## src/hdl/pil_pkg.sv

```systemverilog
// Shared types and constants for the positional insert list.
package pil_pkg;

  localparam int DATA_W = 32;
  localparam int CNT_W  = 7;

  typedef enum logic [1:0] {
    FN_INS_FRONT = 2'd0,
    FN_INS_BACK  = 2'd1,
    FN_INS_POS   = 2'd2,
    FN_READ_ALL  = 2'd3
  } func_t;

  typedef enum logic [1:0] {
    STAT_OK    = 2'd0,
    STAT_BOUND = 2'd1,
    STAT_FULL  = 2'd2,
    STAT_EMPTY = 2'd3
  } status_t;

  typedef enum logic [1:0] {
    CELL_HOLD   = 2'd0,
    CELL_INSERT = 2'd1,
    CELL_ROTATE = 2'd2
  } cell_op_t;

  typedef struct packed {
    cell_op_t                  op;
    logic [CNT_W-1:0]          pos;
    logic [CNT_W-1:0]          last;
    logic signed [DATA_W-1:0]  value;
    logic signed [DATA_W-1:0]  head;
  } cell_ctrl_t;

endpackage

```

## src/hdl/positional_insert_list.sv

```systemverilog
// Top level of the positional insert list: control, count and the cell chain.
//
// Usage: a transaction is accepted at a rising edge where start is high and
// busy is low. func selects insert at front, insert at back, insert at
// position, or read out the whole list; value and position go with it.
// Results appear on status, entry_value, entry_index and last for exactly
// one cycle, marked by valid; the receiver cannot stall them.
// An insert gives one result in the cycle after acceptance, and busy stays
// low, so inserts may be issued in every cycle. The insert moves all cells
// of the chain in parallel as it is accepted. A readout of N entries keeps
// busy high until its final entry is registered and gives one result per
// cycle: the state register first enters the read state, then the output
// registers take the head cell; the final result is marked by last. Each
// readout cycle rotates the stored entries by one cell, so the list is
// back in order when the readout ends. An empty list gives one result with
// the empty status in the cycle after acceptance.
// Reset empties the list; the stored entries themselves are not cleared.
module positional_insert_list import pil_pkg::*; #(
  parameter int DEPTH = 32
) (
  input  logic                     clk,
  input  logic                     rst,
  input  logic                     start,
  output logic                     busy,
  input  logic [1:0]               func,
  input  logic signed [31:0]       value,
  input  logic [5:0]               position,
  output logic                     valid,
  output logic [1:0]               status,
  output logic signed [31:0]       entry_value,
  output logic [5:0]               entry_index,
  output logic                     last
);

  localparam int CW = $clog2(DEPTH + 1);
  localparam int RW = $clog2(DEPTH);

  typedef enum logic [1:0] {
    ST_IDLE = 2'b01,
    ST_READ = 2'b10
  } state_t;

  state_t                   state;
  logic [CW-1:0]            count;
  logic [RW-1:0]            rd_idx;
  logic [CNT_W-1:0]         ins_pos;
  status_t                  ins_status;
  logic                     is_last;
  logic                     accept;
  cell_ctrl_t               ctrl;
  logic signed [DATA_W-1:0] cell_data [DEPTH];

  assign busy   = (state == ST_READ);
  assign accept = start && !busy;

  always_comb begin
    case (func_t'(func))
      FN_INS_FRONT: ins_pos = '0;
      FN_INS_BACK:  ins_pos = CNT_W'(count);
      default:      ins_pos = CNT_W'(position);
    endcase
    if (ins_pos > CNT_W'(count)) begin
      ins_status = STAT_BOUND;
    end else if (count == CW'(DEPTH)) begin
      ins_status = STAT_FULL;
    end else begin
      ins_status = STAT_OK;
    end
  end

  assign is_last = (CNT_W'(rd_idx) == ctrl.last);

  always_comb begin
    ctrl.op    = CELL_HOLD;
    ctrl.pos   = ins_pos;
    ctrl.last  = CNT_W'(count) - CNT_W'(1);
    ctrl.value = value;
    ctrl.head  = cell_data[0];
    if (state == ST_READ) begin
      ctrl.op = CELL_ROTATE;
    end else if (accept && func_t'(func) != FN_READ_ALL && ins_status == STAT_OK) begin
      ctrl.op = CELL_INSERT;
    end
  end

  for (genvar i = 0; i < DEPTH; i++) begin : g_cell
    logic signed [DATA_W-1:0] left_data;
    logic signed [DATA_W-1:0] right_data;
    if (i == 0) begin : g_first
      assign left_data = '0;
    end else begin : g_mid_l
      assign left_data = cell_data[i-1];
    end
    if (i == DEPTH - 1) begin : g_final
      assign right_data = '0;
    end else begin : g_mid_r
      assign right_data = cell_data[i+1];
    end
    pil_cell u_cell (
      .clk   (clk),
      .index (CNT_W'(i)),
      .ctrl  (ctrl),
      .left  (left_data),
      .right (right_data),
      .data  (cell_data[i])
    );
  end

  always_ff @(posedge clk) begin
    if (rst) begin
      state  <= ST_IDLE;
      count  <= '0;
      rd_idx <= '0;
      valid  <= 1'b0;
    end else begin
      valid <= 1'b0;
      case (state)
        ST_IDLE: begin
          if (accept) begin
            entry_value <= '0;
            entry_index <= '0;
            last        <= 1'b1;
            if (func_t'(func) == FN_READ_ALL) begin
              if (count == '0) begin
                valid  <= 1'b1;
                status <= STAT_EMPTY;
              end else begin
                state  <= ST_READ;
                rd_idx <= '0;
              end
            end else begin
              valid  <= 1'b1;
              status <= ins_status;
              if (ins_status == STAT_OK) begin
                count <= count + CW'(1);
              end
            end
          end
        end
        ST_READ: begin
          valid       <= 1'b1;
          status      <= STAT_OK;
          entry_value <= cell_data[0];
          entry_index <= 6'(rd_idx);
          last        <= is_last;
          rd_idx      <= rd_idx + RW'(1);
          if (is_last) begin
            state <= ST_IDLE;
          end
        end
        default: begin
          state <= ST_IDLE;
        end
      endcase
    end
  end

  a_count_bound: assert property (@(posedge clk) disable iff (rst)
    count <= CW'(DEPTH))
    else $error("count exceeds depth");

  a_insert_result: assert property (@(posedge clk) disable iff (rst)
    (accept && func_t'(func) != FN_READ_ALL) |=> (valid && last))
    else $error("insert transaction gave no single result");

  a_read_stream: assert property (@(posedge clk) disable iff (rst)
    (state == ST_READ) |=> (valid && status == STAT_OK))
    else $error("readout cycle gave no entry result");

  a_empty_clean: assert property (@(posedge clk) disable iff (rst)
    (valid && status == STAT_EMPTY) |-> (entry_value == '0 && last))
    else $error("empty result malformed");

endmodule

```

## src/hdl/pil_cell.sv

```systemverilog
// One list cell: holds one entry and moves it with its neighbors.
module pil_cell import pil_pkg::*; (
  input  logic                     clk,
  input  logic [CNT_W-1:0]         index,
  input  cell_ctrl_t               ctrl,
  input  logic signed [DATA_W-1:0] left,
  input  logic signed [DATA_W-1:0] right,
  output logic signed [DATA_W-1:0] data
);

  logic signed [DATA_W-1:0] data_next;

  always_comb begin
    data_next = data;
    case (ctrl.op)
      CELL_INSERT: begin
        if (index > ctrl.pos) begin
          data_next = left;
        end else if (index == ctrl.pos) begin
          data_next = ctrl.value;
        end
      end
      CELL_ROTATE: begin
        if (index < ctrl.last) begin
          data_next = right;
        end else if (index == ctrl.last) begin
          data_next = ctrl.head;
        end
      end
      default: begin
        data_next = data;
      end
    endcase
  end

  always_ff @(posedge clk) begin
    data <= data_next;
  end

endmodule

```

## config.mk

```make
export PLATFORM = sky130hd
export DESIGN_NAME = positional_insert_list
export DESIGN_NICKNAME = d
export VERILOG_FILES = /design/src/hdl/pil_pkg.sv /design/src/hdl/positional_insert_list.sv /design/src/hdl/pil_cell.sv
export SDC_FILE = /design/constraint.sdc
export NUM_CORES = 2
export LEC_CHECK = 0
export BUFFER_PORTS_ARGS = -buffer_cell sky130_fd_sc_hd__buf_2
export CORE_MARGIN = 1
export CORE_UTILIZATION = 65
export CTS_BUF_LIST = sky130_fd_sc_hd__clkbuf_4 sky130_fd_sc_hd__clkbuf_8
export DETAILED_ROUTE_END_ITERATION = 10
export GPL_TIMING_DRIVEN = 1
export PLACE_DENSITY = 0.89
export SYNTH_ARGS = -nofsm -noshare
export SYNTH_HDL_FRONTEND = slang
export SYNTH_SLANG_ARGS = --single-unit
```

## constraint.sdc

```tcl
create_clock -name clk -period 7.6 [get_ports clk]
set_clock_uncertainty 0.1 [all_clocks]
set_input_delay 1.14 -clock clk [delete_from_list [all_inputs] [get_ports clk]]
set_output_delay 1.14 -clock clk [all_outputs]
set_load 0.005 [all_outputs]
```

; ---- Word level (Yosys, flattened, before mapping)
; Index checks and enable logic that the tools add are counted.
[totals]
rom_bits = 0
input_bits = 43
n_memories = 0
reg_bits = 1079
ramBits = 0
wordCells = 484
latch_bits = 0
[classes]
eq_ne = 140
addsub = 3
div_mod_pow = 0
order_cmp = 65
n_mul = 0
shifts = 0
reduce_logical = 47
bitwise = 2
muxes = 187
[ops]
columns = cell, n
row1 = 32-bit two-way mux, 128
row2 = 32-bit case mux with 2 select lines, 33
row3 = "3-bit by 1-bit inequality test with 1-bit output, second input constant", 63
row4 = "5-bit by 7-bit equality test with 1-bit output, first input constant", 16
row5 = "5-bit by 7-bit less-than comparator with 1-bit output, first input constant", 16
row6 = 3-bit AND reduction, 33
row7 = "5-bit by 6-bit equality test with 1-bit output, first input constant", 16
row8 = "5-bit by 6-bit greater-than comparator with 1-bit output, first input constant", 16
row9 = "4-bit by 7-bit equality test with 1-bit output, first input constant", 8
row10 = "4-bit by 7-bit less-than comparator with 1-bit output, first input constant", 8
row11 = "4-bit by 6-bit equality test with 1-bit output, first input constant", 8
row12 = "4-bit by 6-bit greater-than comparator with 1-bit output, first input constant", 8
row13 = "3-bit by 7-bit equality test with 1-bit output, first input constant", 4
row14 = "3-bit by 7-bit less-than comparator with 1-bit output, first input constant", 4
row15 = "3-bit by 6-bit equality test with 1-bit output, first input constant", 4
row16 = "3-bit by 6-bit greater-than comparator with 1-bit output, first input constant", 4
row17 = 6-bit case mux with 2 select lines, 2
row18 = 2-bit two-way mux, 10
row19 = 4-bit AND reduction, 4
row20 = 5-bit two-way mux, 3
row21 = "2-bit by 7-bit equality test with 1-bit output, first input constant", 2
row22 = "1-bit by 7-bit less-than comparator with 1-bit output, first input constant", 2
row23 = "2-bit by 7-bit less-than comparator with 1-bit output, first input constant", 2
row24 = "2-bit by 6-bit equality test with 1-bit output, first input constant", 2
row25 = 27 further kinds, 48

; ---- Longest topological paths before layout
[depth]
ltp_word = 11
ltp_mapped = 14
depth_no_buf = 10

; ---- Hierarchy
; Synthesis repeated with hierarchy kept, for this count alone.
[hier_totals]
cells_unflattened = 11407
hier_area_um2 = 113536.4
[by_module_without_submodules]
columns = module, cells_per_inst, area_per_inst_um2, instances
row1 = pil_cell (g_cell[22].u_cell ...), 349, 3621.0, 18
row2 = pil_cell (g_cell[0].u_cell ...), 349, 3265.6, 14
row3 = positional_insert_list, 239, 2640.0, 1

; ---- Worst setup path before layout
; OpenSTA, ideal clock, no wires.
[synth_timing]
kind = input port to flip-flop
startpoint = input func[1]
endpoint = register g_cell[18].u_cell.data[0], enable pin
t_required_ps = 7020
cell_stages = 11
arrival_time_ps = 5791
setup_slack_ps = 1229
setup_time_ps = 480
cell_sequence = buf_2 buf_2 a21oi_2 clkinv_1 ha_1 and3_1 a21boi_0 o32ai_1 a21oi_1 clkbuf_1 a311oi_1
[synth_via]
elab_chain_len = 11
[synth_rtl]
columns = element, line
row1 = "start, declared", positional_insert_list.sv:25  ; input logic [1:0] func,
row2 = 2-bit by 1-bit equality test with 1-bit output / 2-bit zero test (equally long branches), positional_insert_list.sv:57  ; case (func_t'(func))
row3 = 6-bit case mux with 2 select lines, positional_insert_list.sv:57
row4 = 7-bit by 6-bit greater-than comparator with 1-bit output, positional_insert_list.sv:62  ; if (ins_pos > CNT_W'(count)) begin
row5 = 2-bit two-way mux, positional_insert_list.sv:62
row6 = 2-bit zero test, positional_insert_list.sv:81  ; end else if (accept && func_t'(func) != FN_READ_ALL && ins_status == STAT_OK) begin
row7 = 1-bit logical AND, positional_insert_list.sv:81
row8 = 1-bit two-way mux, positional_insert_list.sv:81
row9 = 2-bit two-way mux, positional_insert_list.sv:79  ; if (state == ST_READ) begin
row10 = 2-bit equality test / 2-bit by 1-bit equality test with 1-bit output (equally long branches), pil_cell.sv:15  ; case (ctrl.op)
row11 = 3-bit by 1-bit inequality test with 1-bit output (no source line) / 2-bit nonzero test (equally long branches), -
row12 = 3-bit AND reduction (no source line) *, -
row13 = "end signal, assigned", pil_cell.sv:37  ; data <= data_next;
row14 = "end, declared", pil_cell.sv:8  ; output logic signed [DATA_W-1:0] data
; Mark *: on every way between the ends. The rest lies on a longest branch, timed or not.
; A chain may end at the register's enable or synchronous reset.

; ---- Final worst setup path
[layout_timing]
startpoint = input func[1]
endpoint = register g_cell[0].u_cell.data[7], enable pin
[layout_via]
elab_chain_len = 11
[layout_rtl]
columns = element, line
row1 = 2-bit by 1-bit equality test with 1-bit output / 2-bit zero test (equally long branches), positional_insert_list.sv:57
row2 = 6-bit case mux with 2 select lines, positional_insert_list.sv:57
row3 = 7-bit by 6-bit greater-than comparator with 1-bit output, positional_insert_list.sv:62
row4 = 2-bit two-way mux, positional_insert_list.sv:62
row5 = 2-bit zero test, positional_insert_list.sv:81
row6 = 1-bit logical AND, positional_insert_list.sv:81
row7 = 1-bit two-way mux, positional_insert_list.sv:81
row8 = 2-bit two-way mux, positional_insert_list.sv:79
row9 = 2-bit by 1-bit equality test with 1-bit output / 2-bit equality test (equally long branches), pil_cell.sv:15
row10 = "3-bit by 1-bit inequality test with 1-bit output (no source line), or another cell as far along", -
row11 = 3-bit AND reduction (no source line) *, -
row12 = "end signal, assigned", pil_cell.sv:37
row13 = "end, declared", pil_cell.sv:8
; Marked as above.

==> summary.txt <==
STA
  – Tcrit/Tclk final: 0.722
  – Sum Neg Setup Slack: 0 ps
  – Max Slew Vio Count: 0
  – Max_slew headroom: 0.135
  – Setup ws final: 2110 ps
  – Tmin final: 5490 ps
  – Min Hold Slack: 429 ps
  – Fmax: 182 MHz
  – Final setup vio count: 0
  – RSZ-0062 raised after global routing: no
  – Least-Margin Pin Slew: 1300 ps
  – Hold Violations, Final: 0

Placement
  – PortBufs: 84
  – Dpl ws: 1340 ps
  – Hpwl dp: 133 mm
  – Dpl cells: 7219
  – Final Wtd Congestion: 1.01

Floorplanning
  – Height of the die: 323 um
  – Initial Utilization: 0.657
  – I/O Pins: 86
  – Die area: 104000 um^2
  – DIE WIDTH: 323 um
  – Cell row count: 117
  – Core Area: 102000 um^2

Synth
  – Syn Nets: 6398
  – Count of cell types in the netlist: 80
  – Synthesized flop and latch total: 1078
  – Simple-gate share of the synthesized area: 0.112
  – Complex-gate fraction of the synthesized area: 0.141
  – Synth Area in Adders: 0.00243
  – Largest family of logic cells by synthesized area: multiplexers
  – Mean Syn Cell Area: 10.5 um^2
  – Async set-or-reset flop fraction in the synthesized netlist: 0
  – Post-synth EDFFs: 1064
  – Sequential share of the synthesized area: 0.482
  – XOR/XNOR Fraction of Synth Area: 0.00208
  – Syn Inst Count: 6342
  – Mux cell area share after synthesis: 0.212
  – Synth warn: 0
  – Mapped cell area: 66900 um^2
  – Synth Flop Type: edfxtp_1

Power
  – Gate power share: 0.172
  – Seq pwr share: 0.491
  – P_leak: 26.2 nW
  – Worst vdd ir: 189 uV
  – Switching Share: 0.297
  – Pwr dens: 212 nW/um^2
  – Clock share of power: 0.337
  – Psw: 0.00449 W
  – P_int: 0.0107 W

Worst setup path
  – CP endpoint kind: register
  – Critical Path Source Type: primary input
  – Worst path bufs/invs: 3
  – R2r setup slk: 2250 ps
  – Worst-path maximum fanout: 35
  – WS Path Type: primary input to register
  – Most used cell along the critical path: a21oi_4
  – Cell family with most CP delay: compound AO/OA/AOI/OAI gates
  – Slowest-stage cell, CP: a21oi_4
  – Worst-path cell chain: buf_2 > and3b_1 > a21oi_2 > clkinv_1 > ha_1 > and3_1 > a21boi_0 > o32ai_1 > a21oi_4 > a41o_1 > a21oi_4 > buf_4
  – Critical path's largest stage delay: 720 ps
  – Critical Path AT: 5930 ps
  – Worst endpoint required time: 8040 ps

Final layout
  – Filler Cells Inserted: 6943
  – Commonest non-fill, non-tap cell in the layout: edfxtp_1
  – Final Util: 0.702
  – Cell Count, Final, Fillers Out: 7538
  – Most frequent cells in the layout: 1064 x edfxtp_1, 1057 x mux2i_1, 772 x nand2_1
  – Share of cells above drive strength 1: 0.146
  – Final #Nets: 6088
  – Layout area overhead: 6.91%

Drt
  – DR vias/cell: 7.17
  – DRC: 0
  – DR WL/cell: 28.1 um
  – Drt first pass iters: 7
  – First-iteration detailed-routing DRC count: 8852
  – Final ANT Viol Nets: 0
  – Post-Route WL: 211 mm
  – Routed via count: 54055

Job
  – Max-Cap Viols: 0

Global route
  – Grt total ovfl: 0
  – Global-route usage over all layers: 0.398
  – Initial antenna violation count: 4
  – Pin count of the biggest net entering global routing: 224
  – Number of global-route vias before repair: 51423
  – Global-route wire length before repair: 315 mm

Clocking
  – Post-cts sizing count: 0
  – # H-tree levels: 4
  – Clock latency on the worst-skew pair: 900 ps
  – Num CTS Buffers: 179
  – Worst-path clk slew: 60 ps
  – Post-CTS setup buffers: 0
  – CTS Hold Bufs: 0
  – CTS tree: yes
  – Max Buffers Root-to-Sink: 3
  – Root buffer cell: clkbuf_8
  – CTS sink cnt: 1078

Worst hold path
  – Min-delay worst type: register to register

Run status
  – Status: finished, final reports clean
==> synthesized netlist by cell type, types with 4 or more instances <==
cell,count,area (um^2)
nor2_1,194,728
a32oi_1,34,298
a221oi_1,34,298
inv_1,45,169
buf_2,125,626
nand3b_1,4,30.0
clkbuf_1,542,2030
o21ai_1,83,415
nand2_1,774,2910
nand3_1,20,100
and3_1,38,238
and2_1,77,482
xnor2_1,12,105
buf_1,36,135
ha_1,13,163
edfxtp_1,1064,32000
nor2b_1,294,1840
nand2b_1,72,450
o22ai_1,4,25.0
o21ai_0,171,856
o21a_1,7,52.6
a31oi_1,202,1260
a211oi_2,4,50.1
dfxtp_1,14,280
mux2_1,43,484
a311oi_1,8,70.1
buf_4,27,203
a21oi_2,4,35.0
a211oi_1,431,3240
mux2i_1,1057,10600
o211a_1,34,340
mux2_2,279,3140
nor3_1,107,536
or3_1,4,25.0
nor4b_1,4,35.0
a21oi_1,411,2060
==> power by group through the flow <==
stage	Clock [W]	Combinational [W]	Sequential, W
finish	0.00511	0.00260	0.00743
global placement	0	0.00237	0.00751
global route	0.00532	0.00273	0.00746
CTS	0.00508	0.00250	0.00741
detailed placement	0	0.00247	0.00753
floorplan	0	0.00172	0.00744
==> metrics by stage <==
| step | power, W | instance area (um^2) |
|---|---|---|
| 6_report | 0.0151 | 71500 |
| 5_1_grt | 0.0155 | 71500 |
| 4_1_cts | 0.0150 | 71500 |
| 3_5_place_dp | 0.0100 | 68100 |
| 3_3_place_gp | 0.00988 | 68100 |
| 2_1_floorplan | 0.00916 | 66900 |
==> kinds of logic (layout without fill, tap and decap cells) <==
| logic type | after synthesis | count (layout) |
|---|---|---|
| AND/OR/NAND/NOR | 1605 | 1605 |
| AO/OA/AOI/OAI | 1470 | 1470 |
| multiplexers | 1379 | 1379 |
| flip-flops | 1078 | 1078 |
| buffers and inverters | 781 | 605 |
| XOR/XNOR | 15 | 15 |
| adder cells (fa/ha/maj) | 13 | 13 |
| other | 1 | 5 |
==> path summary, 6_finish.rpt <==
kind / from / endpoint / cells past startpoint
worst max-delay path: func[1] / g_cell[0].u_cell.data[7]$_DFFE_PP_ / 12
worst min-delay path: rd_idx[4]$_SDFFE_PP0P_ / rd_idx[4]$_SDFFE_PP0P_ / 2
worst max register to register: count[5]$_SDFFE_PP0P_ / g_cell[0].u_cell.data[7]$_DFFE_PP_ / 11
worst min register to register: rd_idx[4]$_SDFFE_PP0P_ / rd_idx[4]$_SDFFE_PP0P_ / 2
==> sequential cells by signal, summed over array words and instances, names as in the netlist <==
signal              count
rd_idx                  5
count                   6
g_cell.u_cell.data   1024
valid                   1
entry_index             5
entry_value            32
status                  2
state                   2
last                    1
==> routing by layer <==
layer	vias up	track usage	share of wire
met5	-	0	0.00028
met4	4	0.155	0.037
met3	690	0.139	0.17
met2	4800	0.567	0.42
met1	25601	0.556	0.37
li1	22960	-	-
==> worst register-to-register path, stage by stage, from the launching register on <==
cell,delay [ps]
dfxtp_1,520
and3b_1,310
a21oi_2,410
clkinv_1,420
ha_1,400
and3_1,180
a21boi_0,140
o32ai_1,590
a21oi_4,370
a41o_1,390
a21oi_4,720
buf_4,440
==> layout make-up <==
cell class	instances	area [um^2]	share of cell area
Clock inverter	68	382	0.00534
Timing Repair Buffer	242	1660	0.0232
Multi-Input combinational cell	4483	32300	0.452
Clock buffer	247	3010	0.0420
Inverter	48	188	0.00262
Tap cell	1368	1710	0.0239
Antenna cell	4	10.0	0.000140
Sequential cell	1078	32200	0.451
Note: power is estimated with default switching activity, not from simulation.
